[src/hw/rtl/usc_pkg.sv]
// ----------------------------------------------------------------------------
// usc_pkg
// Shared widths, conversion constants and types for the Unix seconds to
// calendar date pipeline.
// ----------------------------------------------------------------------------
package usc_pkg;

	// Pipeline depth
	localparam int unsigned NSTAGE = 11;

	// Field widths
	localparam int unsigned SECS_W  = 32;
	localparam int unsigned YEAR_W  = 12;
	localparam int unsigned MONTH_W = 4;
	localparam int unsigned DAY_W   = 5;
	localparam int unsigned HOUR_W  = 5;
	localparam int unsigned MIN_W   = 6;
	localparam int unsigned SEC_W   = 6;

	// Intermediate widths
	localparam int unsigned Q1_W   = 27;  // seconds / 60
	localparam int unsigned Q2_W   = 21;  // minutes / 60
	localparam int unsigned DAYS_W = 16;  // hours / 24
	localparam int unsigned XA_W   = 19;
	localparam int unsigned A_W    = 5;
	localparam int unsigned B_W    = 22;
	localparam int unsigned X_W    = 26;
	localparam int unsigned C_W    = 13;
	localparam int unsigned D_W    = 10;
	localparam int unsigned E_W    = 6;
	localparam int unsigned G_W    = 6;

	// Reciprocals: M = ceil(2^K / divisor), K = input width + clog2(divisor),
	// which makes floor(x * M / 2^K) exact over the whole input range.
	localparam int unsigned K60A   = SECS_W + 6;
	localparam int unsigned M60A_W = 33;
	localparam logic [M60A_W-1:0] M60A =
		M60A_W'(((64'd1 << K60A) + 64'd59) / 64'd60);

	localparam int unsigned K60B   = Q1_W + 6;
	localparam int unsigned M60B_W = 28;
	localparam logic [M60B_W-1:0] M60B =
		M60B_W'(((64'd1 << K60B) + 64'd59) / 64'd60);

	localparam int unsigned K24   = Q2_W + 5;
	localparam int unsigned M24_W = 22;
	localparam logic [M24_W-1:0] M24 =
		M24_W'(((64'd1 << K24) + 64'd23) / 64'd24);

	localparam int unsigned K7305   = X_W + 13;
	localparam int unsigned M7305_W = 27;
	localparam logic [M7305_W-1:0] M7305 =
		M7305_W'(((64'd1 << K7305) + 64'd7304) / 64'd7305);

	// d * 1000 / 30601, the factor 1000 folded into the reciprocal
	localparam int unsigned KE   = D_W + 10 + 15;
	localparam int unsigned ME_W = 31;
	localparam logic [ME_W-1:0] ME =
		ME_W'(64'd1000 * (((64'd1 << KE) + 64'd30600) / 64'd30601));

	// e * 601 / 1000, the factor 601 folded into the reciprocal
	localparam int unsigned KF   = 16 + 10;
	localparam int unsigned MF_W = 26;
	localparam logic [MF_W-1:0] MF =
		MF_W'(64'd601 * (((64'd1 << KF) + 64'd999) / 64'd1000));

	// Day-number chain constants
	localparam int unsigned A_OFS          = 102032;
	localparam int unsigned A_CYC          = 146097;
	localparam int unsigned A_BASE         = 15;
	localparam int unsigned B_OFS          = 2442113;
	localparam int unsigned C_OFS          = 2442;
	localparam int unsigned DAYS_YR        = 365;
	localparam int unsigned MONTH_DAYS     = 30;
	localparam int unsigned E_SPLIT        = 13;
	localparam int unsigned YEAR_ADJ_EARLY = 4716;
	localparam int unsigned YEAR_ADJ_LATE  = 4715;
	localparam int unsigned MON_ADJ_EARLY  = 1;
	localparam int unsigned MON_ADJ_LATE   = 13;

	typedef struct packed {
		logic [NSTAGE-1:0] en;
	} pipe_ctrl_t;

	typedef struct packed {
		logic              ok;
		logic [HOUR_W-1:0] hour;
		logic [MIN_W-1:0]  minute;
		logic [SEC_W-1:0]  second;
	} tod_t;

	typedef struct packed {
		logic               ok;
		logic [YEAR_W-1:0]  year;
		logic [MONTH_W-1:0] month;
		logic [DAY_W-1:0]   day;
		logic [HOUR_W-1:0]  hour;
		logic [MIN_W-1:0]   minute;
		logic [SEC_W-1:0]   second;
	} cal_t;

endpackage

[src/hw/rtl/usc_in_if.sv]
// ----------------------------------------------------------------------------
// usc_in_if
// Valid/ready channel carrying one Unix seconds count per transfer.
// ----------------------------------------------------------------------------
interface usc_in_if;
	logic                        valid;
	logic                        ready;
	logic [usc_pkg::SECS_W-1:0]  unix_seconds;

	modport source (output valid, output unix_seconds, input ready);
	modport sink   (input valid, input unix_seconds, output ready);
endinterface

[src/hw/rtl/usc_out_if.sv]
// ----------------------------------------------------------------------------
// usc_out_if
// Valid/ready channel carrying one calendar date and time per transfer.
// ----------------------------------------------------------------------------
interface usc_out_if;
	logic                         valid;
	logic                         ready;
	logic                         ok;
	logic [usc_pkg::YEAR_W-1:0]   year;
	logic [usc_pkg::MONTH_W-1:0]  month;
	logic [usc_pkg::DAY_W-1:0]    day;
	logic [usc_pkg::HOUR_W-1:0]   hour;
	logic [usc_pkg::MIN_W-1:0]    minute;
	logic [usc_pkg::SEC_W-1:0]    second;

	modport source (output valid, output ok, output year, output month, output day,
		output hour, output minute, output second, input ready);
	modport sink   (input valid, input ok, input year, input month, input day,
		input hour, input minute, input second, output ready);
endinterface

[src/hw/rtl/usc_pipe_ctrl.sv]
// ----------------------------------------------------------------------------
// usc_pipe_ctrl
// Valid bits and per-stage load enables; a stage loads when it is empty or
// the stage after it loads, so bubbles close up under a stall.
// ----------------------------------------------------------------------------
module usc_pipe_ctrl (
	input  logic                 clk,
	input  logic                 arst_n,
	input  logic                 in_valid,
	output logic                 in_ready,
	output logic                 out_valid,
	input  logic                 out_ready,
	output usc_pkg::pipe_ctrl_t  ctrl
);

	logic [usc_pkg::NSTAGE-1:0] vld_q;
	logic [usc_pkg::NSTAGE-1:0] en;

	always_comb begin
		en[usc_pkg::NSTAGE-1] = !vld_q[usc_pkg::NSTAGE-1] || out_ready;
		for (int i = usc_pkg::NSTAGE - 2; i >= 0; i--) begin
			en[i] = !vld_q[i] || en[i+1];
		end
	end

	always_ff @(posedge clk or negedge arst_n) begin
		if (!arst_n) begin
			vld_q <= '0;
		end else begin
			if (en[0]) begin
				vld_q[0] <= in_valid;
			end
			for (int i = 1; i < usc_pkg::NSTAGE; i++) begin
				if (en[i]) begin
					vld_q[i] <= vld_q[i-1];
				end
			end
		end
	end

	assign ctrl.en    = en;
	assign in_ready   = en[0];
	assign out_valid  = vld_q[usc_pkg::NSTAGE-1];

endmodule

[src/hw/rtl/usc_tod.sv]
// ----------------------------------------------------------------------------
// usc_tod
// Stages 1 to 4: split seconds, minutes and hours off the count by
// reciprocal multiplication, leaving the whole day count.
// ----------------------------------------------------------------------------
module usc_tod (
	input  logic                        clk,
	input  usc_pkg::pipe_ctrl_t         ctrl,
	input  logic [usc_pkg::SECS_W-1:0]  unix_seconds,
	output logic [usc_pkg::DAYS_W-1:0]  days,
	output usc_pkg::tod_t               tod
);

	localparam int unsigned P1_W = usc_pkg::SECS_W + usc_pkg::M60A_W;
	localparam int unsigned P2_W = usc_pkg::Q1_W + usc_pkg::M60B_W;
	localparam int unsigned P3_W = usc_pkg::Q2_W + usc_pkg::M24_W;

	// stage 1
	logic [P1_W-1:0]             p1;
	logic [usc_pkg::Q1_W-1:0]    q1_s1;
	logic [usc_pkg::SEC_W-1:0]   t6_s1;
	logic                        ok_s1;
	// stage 2
	logic [P2_W-1:0]             p2;
	logic [usc_pkg::SEC_W-1:0]   r1;
	logic [usc_pkg::Q2_W-1:0]    q2_s2;
	logic [usc_pkg::MIN_W-1:0]   q1lo_s2;
	logic [usc_pkg::SEC_W-1:0]   sec_s2;
	logic                        ok_s2;
	// stage 3
	logic [P3_W-1:0]             p3;
	logic [usc_pkg::MIN_W-1:0]   r2;
	logic [usc_pkg::DAYS_W-1:0]  days_s3;
	logic [usc_pkg::HOUR_W-1:0]  q2lo_s3;
	logic [usc_pkg::MIN_W-1:0]   min_s3;
	logic [usc_pkg::SEC_W-1:0]   sec_s3;
	logic                        ok_s3;
	// stage 4
	logic [usc_pkg::HOUR_W-1:0]  r3;
	logic [usc_pkg::DAYS_W-1:0]  days_s4;
	usc_pkg::tod_t               tod_s4;

	assign p1 = P1_W'(unix_seconds) * P1_W'(usc_pkg::M60A);
	assign p2 = P2_W'(q1_s1) * P2_W'(usc_pkg::M60B);
	assign p3 = P3_W'(q2_s2) * P3_W'(usc_pkg::M24);

	// remainders need only the low bits of x - 60q (x - 24q for the hours)
	assign r1 = usc_pkg::SEC_W'(q1_s1[usc_pkg::SEC_W-1:0] * usc_pkg::SEC_W'(60));
	assign r2 = usc_pkg::MIN_W'(q2_s2[usc_pkg::MIN_W-1:0] * usc_pkg::MIN_W'(60));
	assign r3 = usc_pkg::HOUR_W'(days_s3[usc_pkg::HOUR_W-1:0] * usc_pkg::HOUR_W'(24));

	always_ff @(posedge clk) begin
		if (ctrl.en[0]) begin
			q1_s1 <= p1[usc_pkg::K60A+usc_pkg::Q1_W-1:usc_pkg::K60A];
			t6_s1 <= unix_seconds[usc_pkg::SEC_W-1:0];
			ok_s1 <= (unix_seconds != '0);
		end
		if (ctrl.en[1]) begin
			q2_s2   <= p2[usc_pkg::K60B+usc_pkg::Q2_W-1:usc_pkg::K60B];
			q1lo_s2 <= q1_s1[usc_pkg::MIN_W-1:0];
			sec_s2  <= t6_s1 - r1;
			ok_s2   <= ok_s1;
		end
		if (ctrl.en[2]) begin
			days_s3 <= p3[usc_pkg::K24+usc_pkg::DAYS_W-1:usc_pkg::K24];
			q2lo_s3 <= q2_s2[usc_pkg::HOUR_W-1:0];
			min_s3  <= q1lo_s2 - r2;
			sec_s3  <= sec_s2;
			ok_s3   <= ok_s2;
		end
		if (ctrl.en[3]) begin
			days_s4       <= days_s3;
			tod_s4.hour   <= q2lo_s3 - r3;
			tod_s4.minute <= min_s3;
			tod_s4.second <= sec_s3;
			tod_s4.ok     <= ok_s3;
		end
	end

	assign days = days_s4;
	assign tod  = tod_s4;

endmodule

[src/hw/rtl/usc_date.sv]
// ----------------------------------------------------------------------------
// usc_date
// Stages 5 to 11: day count to year, month and day via the Julian-day chain;
// the last stage is the output register.
// ----------------------------------------------------------------------------
module usc_date (
	input  logic                        clk,
	input  usc_pkg::pipe_ctrl_t         ctrl,
	input  logic [usc_pkg::DAYS_W-1:0]  days,
	input  usc_pkg::tod_t               tod,
	output usc_pkg::cal_t               result
);

	localparam int unsigned P8_W  = usc_pkg::X_W + usc_pkg::M7305_W;
	localparam int unsigned P10_W = usc_pkg::D_W + usc_pkg::ME_W;
	localparam int unsigned PF_W  = usc_pkg::E_W + usc_pkg::MF_W;
	localparam logic [usc_pkg::XA_W-1:0] A_CYC1 = usc_pkg::XA_W'(usc_pkg::A_CYC);
	localparam logic [usc_pkg::XA_W-1:0] A_CYC2 = usc_pkg::XA_W'(2 * usc_pkg::A_CYC);

	logic [usc_pkg::XA_W-1:0]   xa;
	logic [1:0]                 a0;
	logic [usc_pkg::A_W-1:0]    a_s5;
	logic [usc_pkg::DAYS_W-1:0] days_s5;
	logic [usc_pkg::B_W-1:0]    b_s6, b_s7, b_s8;
	logic [usc_pkg::X_W:0]      x_full;
	logic [usc_pkg::X_W-1:0]    x_s7;
	logic [P8_W-1:0]            p8;
	logic [usc_pkg::C_W-1:0]    c_s8, c_s9, c_s10;
	logic [usc_pkg::B_W-1:0]    d_full;
	logic [usc_pkg::D_W-1:0]    d_s9, d_s10;
	logic [P10_W-1:0]           p10;
	logic [usc_pkg::E_W-1:0]    e_s10;
	logic [PF_W-1:0]            pf;
	logic [usc_pkg::D_W-1:0]    f_full;
	logic [usc_pkg::C_W-1:0]    year_full;
	logic [usc_pkg::E_W-1:0]    month_full;
	logic                       early;
	usc_pkg::tod_t              tod_s5, tod_s6, tod_s7, tod_s8, tod_s9, tod_s10;
	usc_pkg::cal_t              res_s11;

	// a = (4 * days + 102032) / 146097 + 15; the quotient is 0, 1 or 2
	always_comb begin
		xa = usc_pkg::XA_W'({days, 2'b00}) + usc_pkg::XA_W'(usc_pkg::A_OFS);
		if (xa >= A_CYC2) begin
			a0 = 2'd2;
		end else if (xa >= A_CYC1) begin
			a0 = 2'd1;
		end else begin
			a0 = 2'd0;
		end
	end

	// 20 * b - 2442 as shift-add
	assign x_full = (usc_pkg::X_W+1)'({b_s6, 4'b0000})
		+ (usc_pkg::X_W+1)'({b_s6, 2'b00})
		- (usc_pkg::X_W+1)'(usc_pkg::C_OFS);

	assign p8 = P8_W'(x_s7) * P8_W'(usc_pkg::M7305);

	// d is small and non-negative, so modular arithmetic is exact
	assign d_full = b_s8
		- usc_pkg::B_W'(usc_pkg::B_W'(c_s8) * usc_pkg::B_W'(usc_pkg::DAYS_YR))
		- usc_pkg::B_W'(c_s8 >> 2);

	assign p10 = P10_W'(d_s9) * P10_W'(usc_pkg::ME);
	assign pf  = PF_W'(e_s10) * PF_W'(usc_pkg::MF);

	assign f_full = d_s10
		- usc_pkg::D_W'(usc_pkg::D_W'(e_s10) * usc_pkg::D_W'(usc_pkg::MONTH_DAYS))
		- usc_pkg::D_W'(pf[usc_pkg::KF+usc_pkg::G_W-1:usc_pkg::KF]);

	// months 14 and 15 of the chain are January and February of the next year
	assign early      = (e_s10 <= usc_pkg::E_W'(usc_pkg::E_SPLIT));
	assign year_full  = early ? c_s10 - usc_pkg::C_W'(usc_pkg::YEAR_ADJ_EARLY)
	                          : c_s10 - usc_pkg::C_W'(usc_pkg::YEAR_ADJ_LATE);
	assign month_full = early ? e_s10 - usc_pkg::E_W'(usc_pkg::MON_ADJ_EARLY)
	                          : e_s10 - usc_pkg::E_W'(usc_pkg::MON_ADJ_LATE);

	always_ff @(posedge clk) begin
		if (ctrl.en[4]) begin
			days_s5 <= days;
			a_s5    <= usc_pkg::A_W'(usc_pkg::A_BASE) + usc_pkg::A_W'(a0);
			tod_s5  <= tod;
		end
		if (ctrl.en[5]) begin
			b_s6 <= usc_pkg::B_W'(days_s5) + usc_pkg::B_W'(usc_pkg::B_OFS)
				+ usc_pkg::B_W'(a_s5) - usc_pkg::B_W'(a_s5 >> 2);
			tod_s6 <= tod_s5;
		end
		if (ctrl.en[6]) begin
			x_s7   <= x_full[usc_pkg::X_W-1:0];
			b_s7   <= b_s6;
			tod_s7 <= tod_s6;
		end
		if (ctrl.en[7]) begin
			c_s8   <= p8[usc_pkg::K7305+usc_pkg::C_W-1:usc_pkg::K7305];
			b_s8   <= b_s7;
			tod_s8 <= tod_s7;
		end
		if (ctrl.en[8]) begin
			d_s9   <= d_full[usc_pkg::D_W-1:0];
			c_s9   <= c_s8;
			tod_s9 <= tod_s8;
		end
		if (ctrl.en[9]) begin
			e_s10   <= p10[usc_pkg::KE+usc_pkg::E_W-1:usc_pkg::KE];
			d_s10   <= d_s9;
			c_s10   <= c_s9;
			tod_s10 <= tod_s9;
		end
		if (ctrl.en[10]) begin
			res_s11.ok     <= tod_s10.ok;
			res_s11.hour   <= tod_s10.hour;
			res_s11.minute <= tod_s10.minute;
			res_s11.second <= tod_s10.second;
			if (tod_s10.ok) begin
				res_s11.year  <= year_full[usc_pkg::YEAR_W-1:0];
				res_s11.month <= month_full[usc_pkg::MONTH_W-1:0];
				res_s11.day   <= f_full[usc_pkg::DAY_W-1:0];
			end else begin
				res_s11.year  <= '0;
				res_s11.month <= '0;
				res_s11.day   <= '0;
			end
		end
	end

	assign result = res_s11;

endmodule

[src/hw/rtl/unix_seconds_to_calendar_date.sv]
// ----------------------------------------------------------------------------
// unix_seconds_to_calendar_date
// Converts a 32-bit Unix seconds count into Gregorian date and time of day.
// ----------------------------------------------------------------------------
// Each transfer on stamp carries one count of seconds since 1970-01-01
// 00:00:00; its result leaves the output register of stage 11 on calendar.
// Throughput is one transfer per cycle while calendar takes results: the
// conversion is an eleven-stage pipeline with one constant multiplication or
// one short add/compare chain per stage, and every stage can hold a new item.
// A stall on calendar holds the full stages behind it while empty stages close
// up, so stamp only drops ready when all eleven stages are full and the result
// is not taken. A count of zero is reported with ok low and every field zero;
// all other counts give 1970-01-01 00:00:01 up to 2106-02-07 06:28:15.
//
// Stages:
//   1-3   divide by 60, 60 and 24 via exact reciprocal multiplication
//   4     hour remainder; day count ready
//   5-10  Julian-day chain: century term, day number, year, day of year,
//         chain month
//   11    day of month, Jan/Feb fold-back, zero handling; output register
// ----------------------------------------------------------------------------
module unix_seconds_to_calendar_date (
	input  logic             clk,
	input  logic             arst_n,
	usc_in_if.sink           stamp,
	usc_out_if.source        calendar
);

	usc_pkg::pipe_ctrl_t         ctrl;
	logic [usc_pkg::DAYS_W-1:0]  days;
	usc_pkg::tod_t               tod;
	usc_pkg::cal_t               result;

	// valid bits and load enables
	usc_pipe_ctrl u_ctrl (
		.clk       (clk),
		.arst_n    (arst_n),
		.in_valid  (stamp.valid),
		.in_ready  (stamp.ready),
		.out_valid (calendar.valid),
		.out_ready (calendar.ready),
		.ctrl      (ctrl)
	);

	// seconds, minutes, hours and day count
	usc_tod u_tod (
		.clk          (clk),
		.ctrl         (ctrl),
		.unix_seconds (stamp.unix_seconds),
		.days         (days),
		.tod          (tod)
	);

	// day count to year, month, day
	usc_date u_date (
		.clk    (clk),
		.ctrl   (ctrl),
		.days   (days),
		.tod    (tod),
		.result (result)
	);

	assign calendar.ok     = result.ok;
	assign calendar.year   = result.year;
	assign calendar.month  = result.month;
	assign calendar.day    = result.day;
	assign calendar.hour   = result.hour;
	assign calendar.minute = result.minute;
	assign calendar.second = result.second;

`ifndef SYNTHESIS
	// input is only refused while the full pipeline waits on the output
	a_ready_only_on_stall: assert property (@(posedge clk) disable iff (!arst_n)
		!stamp.ready |-> (calendar.valid && !calendar.ready))
		else $error("stamp not ready without an output stall");

	// a rejected zero count carries an all-zero result
	a_zero_result: assert property (@(posedge clk) disable iff (!arst_n)
		(calendar.valid && !calendar.ok) |-> (calendar.year == '0 && calendar.month == '0
		&& calendar.day == '0 && calendar.hour == '0 && calendar.minute == '0
		&& calendar.second == '0))
		else $error("rejected input with non-zero fields");

	// converted dates lie in the representable span
	a_date_range: assert property (@(posedge clk) disable iff (!arst_n)
		(calendar.valid && calendar.ok) |-> (calendar.year >= 12'd1970
		&& calendar.year <= 12'd2106 && calendar.month >= 4'd1 && calendar.month <= 4'd12
		&& calendar.day >= 5'd1 && calendar.day <= 5'd31))
		else $error("date field out of range");

	// time-of-day remainders stay below their divisors
	a_time_range: assert property (@(posedge clk) disable iff (!arst_n)
		calendar.valid |-> (calendar.hour <= 5'd23 && calendar.minute <= 6'd59
		&& calendar.second <= 6'd59))
		else $error("time field out of range");
`endif

endmodule

[src/flat_wrapper.sv]
// flat-port wrapper written by rule: the top's interface ports become plain ports
module unix_seconds_to_calendar_date_flat 
  (clk, arst_n, stamp_valid, stamp_unix_seconds, stamp_ready, calendar_valid, calendar_ok, calendar_year, calendar_month, calendar_day, calendar_hour, calendar_minute, calendar_second, calendar_ready);
  usc_in_if stamp_i ();
  usc_out_if calendar_i ();
  input  logic clk;
  input  logic arst_n;
  input wire logic [$bits(stamp_i.valid)-1:0] stamp_valid;
  input wire logic [$bits(stamp_i.unix_seconds)-1:0] stamp_unix_seconds;
  output wire logic [$bits(stamp_i.ready)-1:0] stamp_ready;
  output wire logic [$bits(calendar_i.valid)-1:0] calendar_valid;
  output wire logic [$bits(calendar_i.ok)-1:0] calendar_ok;
  output wire logic [$bits(calendar_i.year)-1:0] calendar_year;
  output wire logic [$bits(calendar_i.month)-1:0] calendar_month;
  output wire logic [$bits(calendar_i.day)-1:0] calendar_day;
  output wire logic [$bits(calendar_i.hour)-1:0] calendar_hour;
  output wire logic [$bits(calendar_i.minute)-1:0] calendar_minute;
  output wire logic [$bits(calendar_i.second)-1:0] calendar_second;
  input wire logic [$bits(calendar_i.ready)-1:0] calendar_ready;
  assign stamp_i.valid = stamp_valid;
  assign stamp_i.unix_seconds = stamp_unix_seconds;
  assign stamp_ready = stamp_i.ready;
  assign calendar_valid = calendar_i.valid;
  assign calendar_ok = calendar_i.ok;
  assign calendar_year = calendar_i.year;
  assign calendar_month = calendar_i.month;
  assign calendar_day = calendar_i.day;
  assign calendar_hour = calendar_i.hour;
  assign calendar_minute = calendar_i.minute;
  assign calendar_second = calendar_i.second;
  assign calendar_i.ready = calendar_ready;
  unix_seconds_to_calendar_date u_core (.clk(clk), .arst_n(arst_n), .stamp(stamp_i), .calendar(calendar_i));
endmodule
[config.mk]
export PLATFORM = sky130hd
export DESIGN_NAME = unix_seconds_to_calendar_date_flat
export DESIGN_NICKNAME = d
export VERILOG_FILES = /design/src/hw/rtl/usc_pkg.sv /design/src/hw/rtl/usc_in_if.sv /design/src/hw/rtl/usc_out_if.sv /design/src/hw/rtl/usc_pipe_ctrl.sv /design/src/hw/rtl/usc_tod.sv /design/src/hw/rtl/usc_date.sv /design/src/hw/rtl/unix_seconds_to_calendar_date.sv /design/src/flat_wrapper.sv
export SDC_FILE = /design/constraint.sdc
export NUM_CORES = 2
export LEC_CHECK = 0
export ABC_AREA = 1
export BUFFER_PORTS_ARGS = -buffer_cell sky130_fd_sc_hd__buf_2
export CAP_MARGIN = 20
export CELL_PAD_IN_SITES_DETAIL_PLACEMENT = 1
export CELL_PAD_IN_SITES_GLOBAL_PLACEMENT = 2
export CORE_ASPECT_RATIO = 1.5
export CORE_MARGIN = 2
export CORE_UTILIZATION = 45
export DETAILED_ROUTE_END_ITERATION = 12
export HOLD_SLACK_MARGIN = 0.03
export PLACE_DENSITY_LB_ADDON = 0.1
export SETUP_SLACK_MARGIN = 0.5
export SYNTH_ARGS = -nofsm -noshare
export SYNTH_HDL_FRONTEND = slang
export SYNTH_HIERARCHICAL = 1
export SYNTH_SLANG_ARGS = --single-unit
[constraint.sdc]
create_clock -name clk -period 12.12 [get_ports clk]
set_input_delay 2.424 -clock clk [delete_from_list [all_inputs] [get_ports clk]]
set_output_delay 2.424 -clock clk [all_outputs]
set_load 0.02 [all_outputs]
==> metrics.txt <==
# TYPE chip_impl_metric gauge
chip_impl_info{name="worstPathCellList",value="buf_2 -> inv_1 -> nand4_4 -> nor2_4 -> nand4_4 -> nor2_4 -> nand4_2 -> buf_4 -> buf_2"} 1
chip_impl_metric{name="synth-seq-area-share",unit="%"} 20.1
chip_impl_metric{name="period_needed",unit="ns"} 8.12
chip_impl_metric{name="cap_viol_max_count",unit=""} 0
chip_impl_metric{name="post_synth_fa_ha_maj_area_fraction",unit="%"} 46.8
chip_impl_metric{name="drt_drc_violations_left",unit=""} 0
chip_impl_metric{name="initial_drt_pass_iterations",unit=""} 5
chip_impl_info{name="hold_path_startpoint",value="u_core/u_tod/days_s3[12]"} 1
chip_impl_metric{name="cts.reportedPaths.clkPinSlew",unit="ns"} 0.07
chip_impl_info{name="synth.area.top_cells",value="fa_1, ha_1, edfxtp_1"} 1
chip_impl_metric{name="die_w",unit="um"} 312
chip_impl_metric{name="starting_density_of_the_core",unit="%"} 45.3
chip_impl_metric{name="worst_hold_slack",unit="ns"} 0.405
chip_impl_metric{name="filler_cell_count",unit=""} 16900
chip_impl_metric{name="hold_path_depth",unit=""} 0
chip_impl_info{name="synth-main-ff-cell",value="edfxtp_1"} 1
chip_impl_metric{name="gp_routability_congestion",unit=""} 0.973
chip_impl_metric{name="synthXorXnorAreaFrac",unit="%"} 1.56
chip_impl_metric{name="synth-compound-area-share",unit="%"} 5.64
chip_impl_metric{name="reg2reg_slack",unit="ns"} 5.34
chip_impl_metric{name="via_count_of_the_first_global_routing_pass",unit=""} 55100
chip_impl_info{name="timing.hold.worst.class",value="flop to flop"} 1
chip_impl_metric{name="placement.io_buffers",unit=""} 76
chip_impl_metric{name="final_layout_size_suffix_gt1_share",unit="%"} 3.84
chip_impl_metric{name="timing.final.max_slew_violations",unit=""} 0
chip_impl_info{name="worstSetupStartpointType",value="input port"} 1
chip_impl_metric{name="clk_latency",unit="ns"} 0.63
chip_impl_metric{name="ys_warn_count",unit=""} 6
chip_impl_metric{name="cp.required",unit="ns"} 9.70
chip_impl_metric{name="grt_first_pass_wirelength",unit="um"} 314000
chip_impl_metric{name="synth_mux_area_share",unit="%"} 0
chip_impl_info{name="holdPathEnd",value="u_core/u_tod/days[12]"} 1
chip_impl_metric{name="achievable-frequency",unit="MHz"} 123
chip_impl_info{name="yosysMostFrequentCell",value="inv_1"} 1
chip_impl_metric{name="synth_register_bits",unit=""} 431
chip_impl_metric{name="finalHoldViolations",unit=""} 0
chip_impl_metric{name="antenna_found_initial",unit=""} 2
chip_impl_info{name="grt_setup_unrepaired",value="no"} 1
chip_impl_metric{name="synth_top_cell_area_share",unit="%"} 24.0
chip_impl_metric{name="grt.overflow.total",unit=""} 0
chip_impl_metric{name="nNetsFinal",unit=""} 9354
chip_impl_metric{name="worst_r2r_path_depth",unit=""} 21
chip_impl_info{name="path_delay_family",value="simple AND/OR/NAND/NOR gates"} 1
chip_impl_metric{name="synth-edff-count",unit=""} 420
chip_impl_metric{name="detail_route.vias_per_cell",unit=""} 5.17
chip_impl_metric{name="cp.buffers_inverters",unit=""} 4
chip_impl_metric{name="core-area",unit="sq um"} 141000
chip_impl_metric{name="multi_input_logic_area",unit="sq um"} 43600
chip_impl_info{name="tritoncts",value="built"} 1
chip_impl_metric{name="setup_violations",unit=""} 0
chip_impl_info{name="synth_top_family_by_area",value="adder cells"} 1
chip_impl_metric{name="gate_count_post_synth",unit=""} 7252
chip_impl_info{name="leading_cell_types_by_count_after_synthesis",value="inv_1, nand2_1, ha_1"} 1
chip_impl_metric{name="synth-async-reset-ratio",unit="%"} 2.55
chip_impl_metric{name="cts-root-to-sink-buffers",unit=""} 3
chip_impl_info{name="timing.rr.start",value="u_core/u_date/x_s7[12]"} 1
chip_impl_metric{name="area_growth",unit="%"} 6.94
chip_impl_metric{name="route.antenna.remaining_nets",unit=""} 0
chip_impl_metric{name="regArea",unit="sq um"} 12900
chip_impl_metric{name="post-cts-setup-buffer-count",unit=""} 0
chip_impl_info{name="critPathCaptureType",value="output port"} 1
chip_impl_info{name="outcome",value="finished, final reports clean"} 1
chip_impl_info{name="synthDominantAreaCellType",value="fa_1"} 1
chip_impl_metric{name="grt_start_max_net_pins",unit=""} 48
chip_impl_metric{name="first_iter_violations",unit=""} 1573
chip_impl_metric{name="timing.critical_path.slowest_cell_delay",unit="ns"} 0.70
chip_impl_metric{name="place.detailed.hpwl",unit="um"} 181000
chip_impl_metric{name="gr-usage-all-layers",unit="%"} 28.5
chip_impl_metric{name="htree_num_levels",unit=""} 2
chip_impl_info{name="worst-setup-path-type",value="input port to output port"} 1
chip_impl_metric{name="cts_hold_repair.buffers",unit=""} 0
chip_impl_metric{name="top_level_ports",unit=""} 77
chip_impl_metric{name="route.final.wire_length",unit="um"} 203000
chip_impl_info{name="cts_root_buffer",value="clkbuf_16"} 1
chip_impl_metric{name="worst-slew-pin-transition",unit="ns"} 0.958
chip_impl_metric{name="layout_worst_path_cycle_share",unit="%"} 67.0
chip_impl_info{name="worst_r2r_endpoint",value="u_core/u_date/c_s8[3]"} 1
chip_impl_metric{name="drt-wirelength-per-cell",unit="um"} 21.8
chip_impl_metric{name="crit_arrival",unit="ns"} 5.70
chip_impl_metric{name="yosysUniqueCellTypes",unit=""} 54
chip_impl_metric{name="floorplan.die_area",unit="sq um"} 145000
chip_impl_metric{name="worstPathMaxFanout",unit=""} 42
chip_impl_info{name="critical-path-slowest-cell",value="nand4_4"} 1
chip_impl_metric{name="syn_nets",unit=""} 9222
chip_impl_metric{name="cts_resized",unit=""} 0
chip_impl_metric{name="rows",unit=""} 169
chip_impl_metric{name="final_area",unit="sq um"} 68500
chip_impl_metric{name="cts_buffers",unit=""} 45
chip_impl_metric{name="die_h",unit="um"} 466
chip_impl_metric{name="finalSetupTns",unit="ns"} 0
chip_impl_metric{name="slew_headroom",unit="%"} 35.4
chip_impl_metric{name="finClkSkew",unit="ns"} 0.0362
chip_impl_metric{name="dpl-instance-area",unit="sq um"} 66900
chip_impl_metric{name="synth_simple_gate_area_share",unit="%"} 14.1
chip_impl_metric{name="syn_avg_cell_area",unit="sq um"} 8.83
chip_impl_metric{name="cts_num_sinks",unit=""} 431
chip_impl_metric{name="summed_instance_area_of_the_synthesized_netlist",unit="sq um"} 64000
chip_impl_metric{name="via_count",unit=""} 48100
metal layers:
metal | vias to the layer above | wire, um | track usage (%)
li1 | 22900 | - | -
met1 | 24000 | 71300 | 28.5
met2 | 712 | 116000 | 58.1
met3 | 375 | 3450 | 1.68
met4 | 0 | 12000 | 14.5
met5 | - | 0 | 0
cell type report:
class                      count  share of cell area [%]
clock buffer                  48                    1.66
timing repair buffer          88                   0.705
antenna                        2                 0.00731
sequential                   431                    18.8
clock inverter                35                   0.685
inverter                    2000                    11.0
tap                         1881                    3.44
multi-input combinational   4818                    63.7
worst max-delay path by stage:
| stage | startpoint | to | slack (ns) | cells past startpoint |
|---|---|---|---|---|
| 2_1_floorplan | stamp_unix_seconds[1] | u_core/u_tod/q1_s1[12] | 4.61 | 25 |
| 3_3_place_gp | stamp_unix_seconds[1] | u_core/u_tod/q1_s1[9] | 3.91 | 22 |
| 3_5_place_dp | stamp_unix_seconds[1] | u_core/u_tod/q1_s1[17] | 3.81 | 24 |
| 4_1_cts | calendar_ready | stamp_ready | 3.88 | 9 |
| 5_1_grt | calendar_ready | stamp_ready | 3.68 | 9 |
| 6_report | calendar_ready | stamp_ready | 4.00 | 9 |
registers in the layout, summed over array words and instances, names as in the netlist, 11 cells and up:
register / cells
u_core/u_tod/tod: 18
u_core/u_tod/days_s3: 16
u_core/u_tod/q2_s2: 21
u_core/u_date/tod_s7: 18
u_core/u_date/tod_s8: 18
u_core/u_date/tod_s5: 18
u_core/u_date/c_s10: 12
u_core/u_date/x_s7: 23
u_core/u_date/c_s9: 12
u_core/u_date/c_s8: 12
u_core/u_date/result: 39
u_core/u_tod/q1_s1: 27
u_core/u_date/b_s6: 18
u_core/u_date/days_s5: 16
u_core/u_date/tod_s9: 18
u_core/u_tod/days: 16
u_core/u_date/tod_s10: 18
u_core/u_date/tod_s6: 18
u_core/u_ctrl/vld_q: 11
placed cells by master (no fill, tap or decap), types with 16 or more instances in the layout:
| cell type | count |
|---|---|
| a21o_1 | 33 |
| a21oi_1 | 358 |
| buf_2 | 76 |
| clkbuf_16 | 45 |
| edfxtp_1 | 420 |
| fa_1 | 769 |
| ha_1 | 1165 |
| inv_1 | 1986 |
| nand2_1 | 1224 |
| nand2_2 | 27 |
| nand3_1 | 235 |
| nand4_1 | 74 |
| nor2_1 | 370 |
| nor2_2 | 39 |
| nor3_1 | 46 |
| nor4_1 | 25 |
| o21a_1 | 16 |
| o21ai_0 | 180 |
| o21bai_1 | 42 |
| xnor2_1 | 39 |
| xor2_1 | 73 |
per-stage QoR:
step	setup slack, ns	std cells	util [%]
6_report	4.00	9303	48.5
3_5_place_dp	3.81	9217	47.3
4_1_cts	3.88	9300	48.5
3_3_place_gp	3.91	9217	47.3
2_1_floorplan	4.61	7252	-
5_1_grt	3.68	9302	48.5
cells by family (layout without fill, tap and decap cells):
family | Yosys count | after routing
xor+xnor | 113 | 113
compound gates | 661 | 661
simple gates | 2110 | 2110
buf+inv | 2003 | 2171
flops | 431 | 431
other cells | 0 | 2
fa+ha+maj | 1934 | 1934
Power is left out: the tool's default activity adds up to more than one toggle a clock period on the data nets, which glitch-free logic cannot reach.
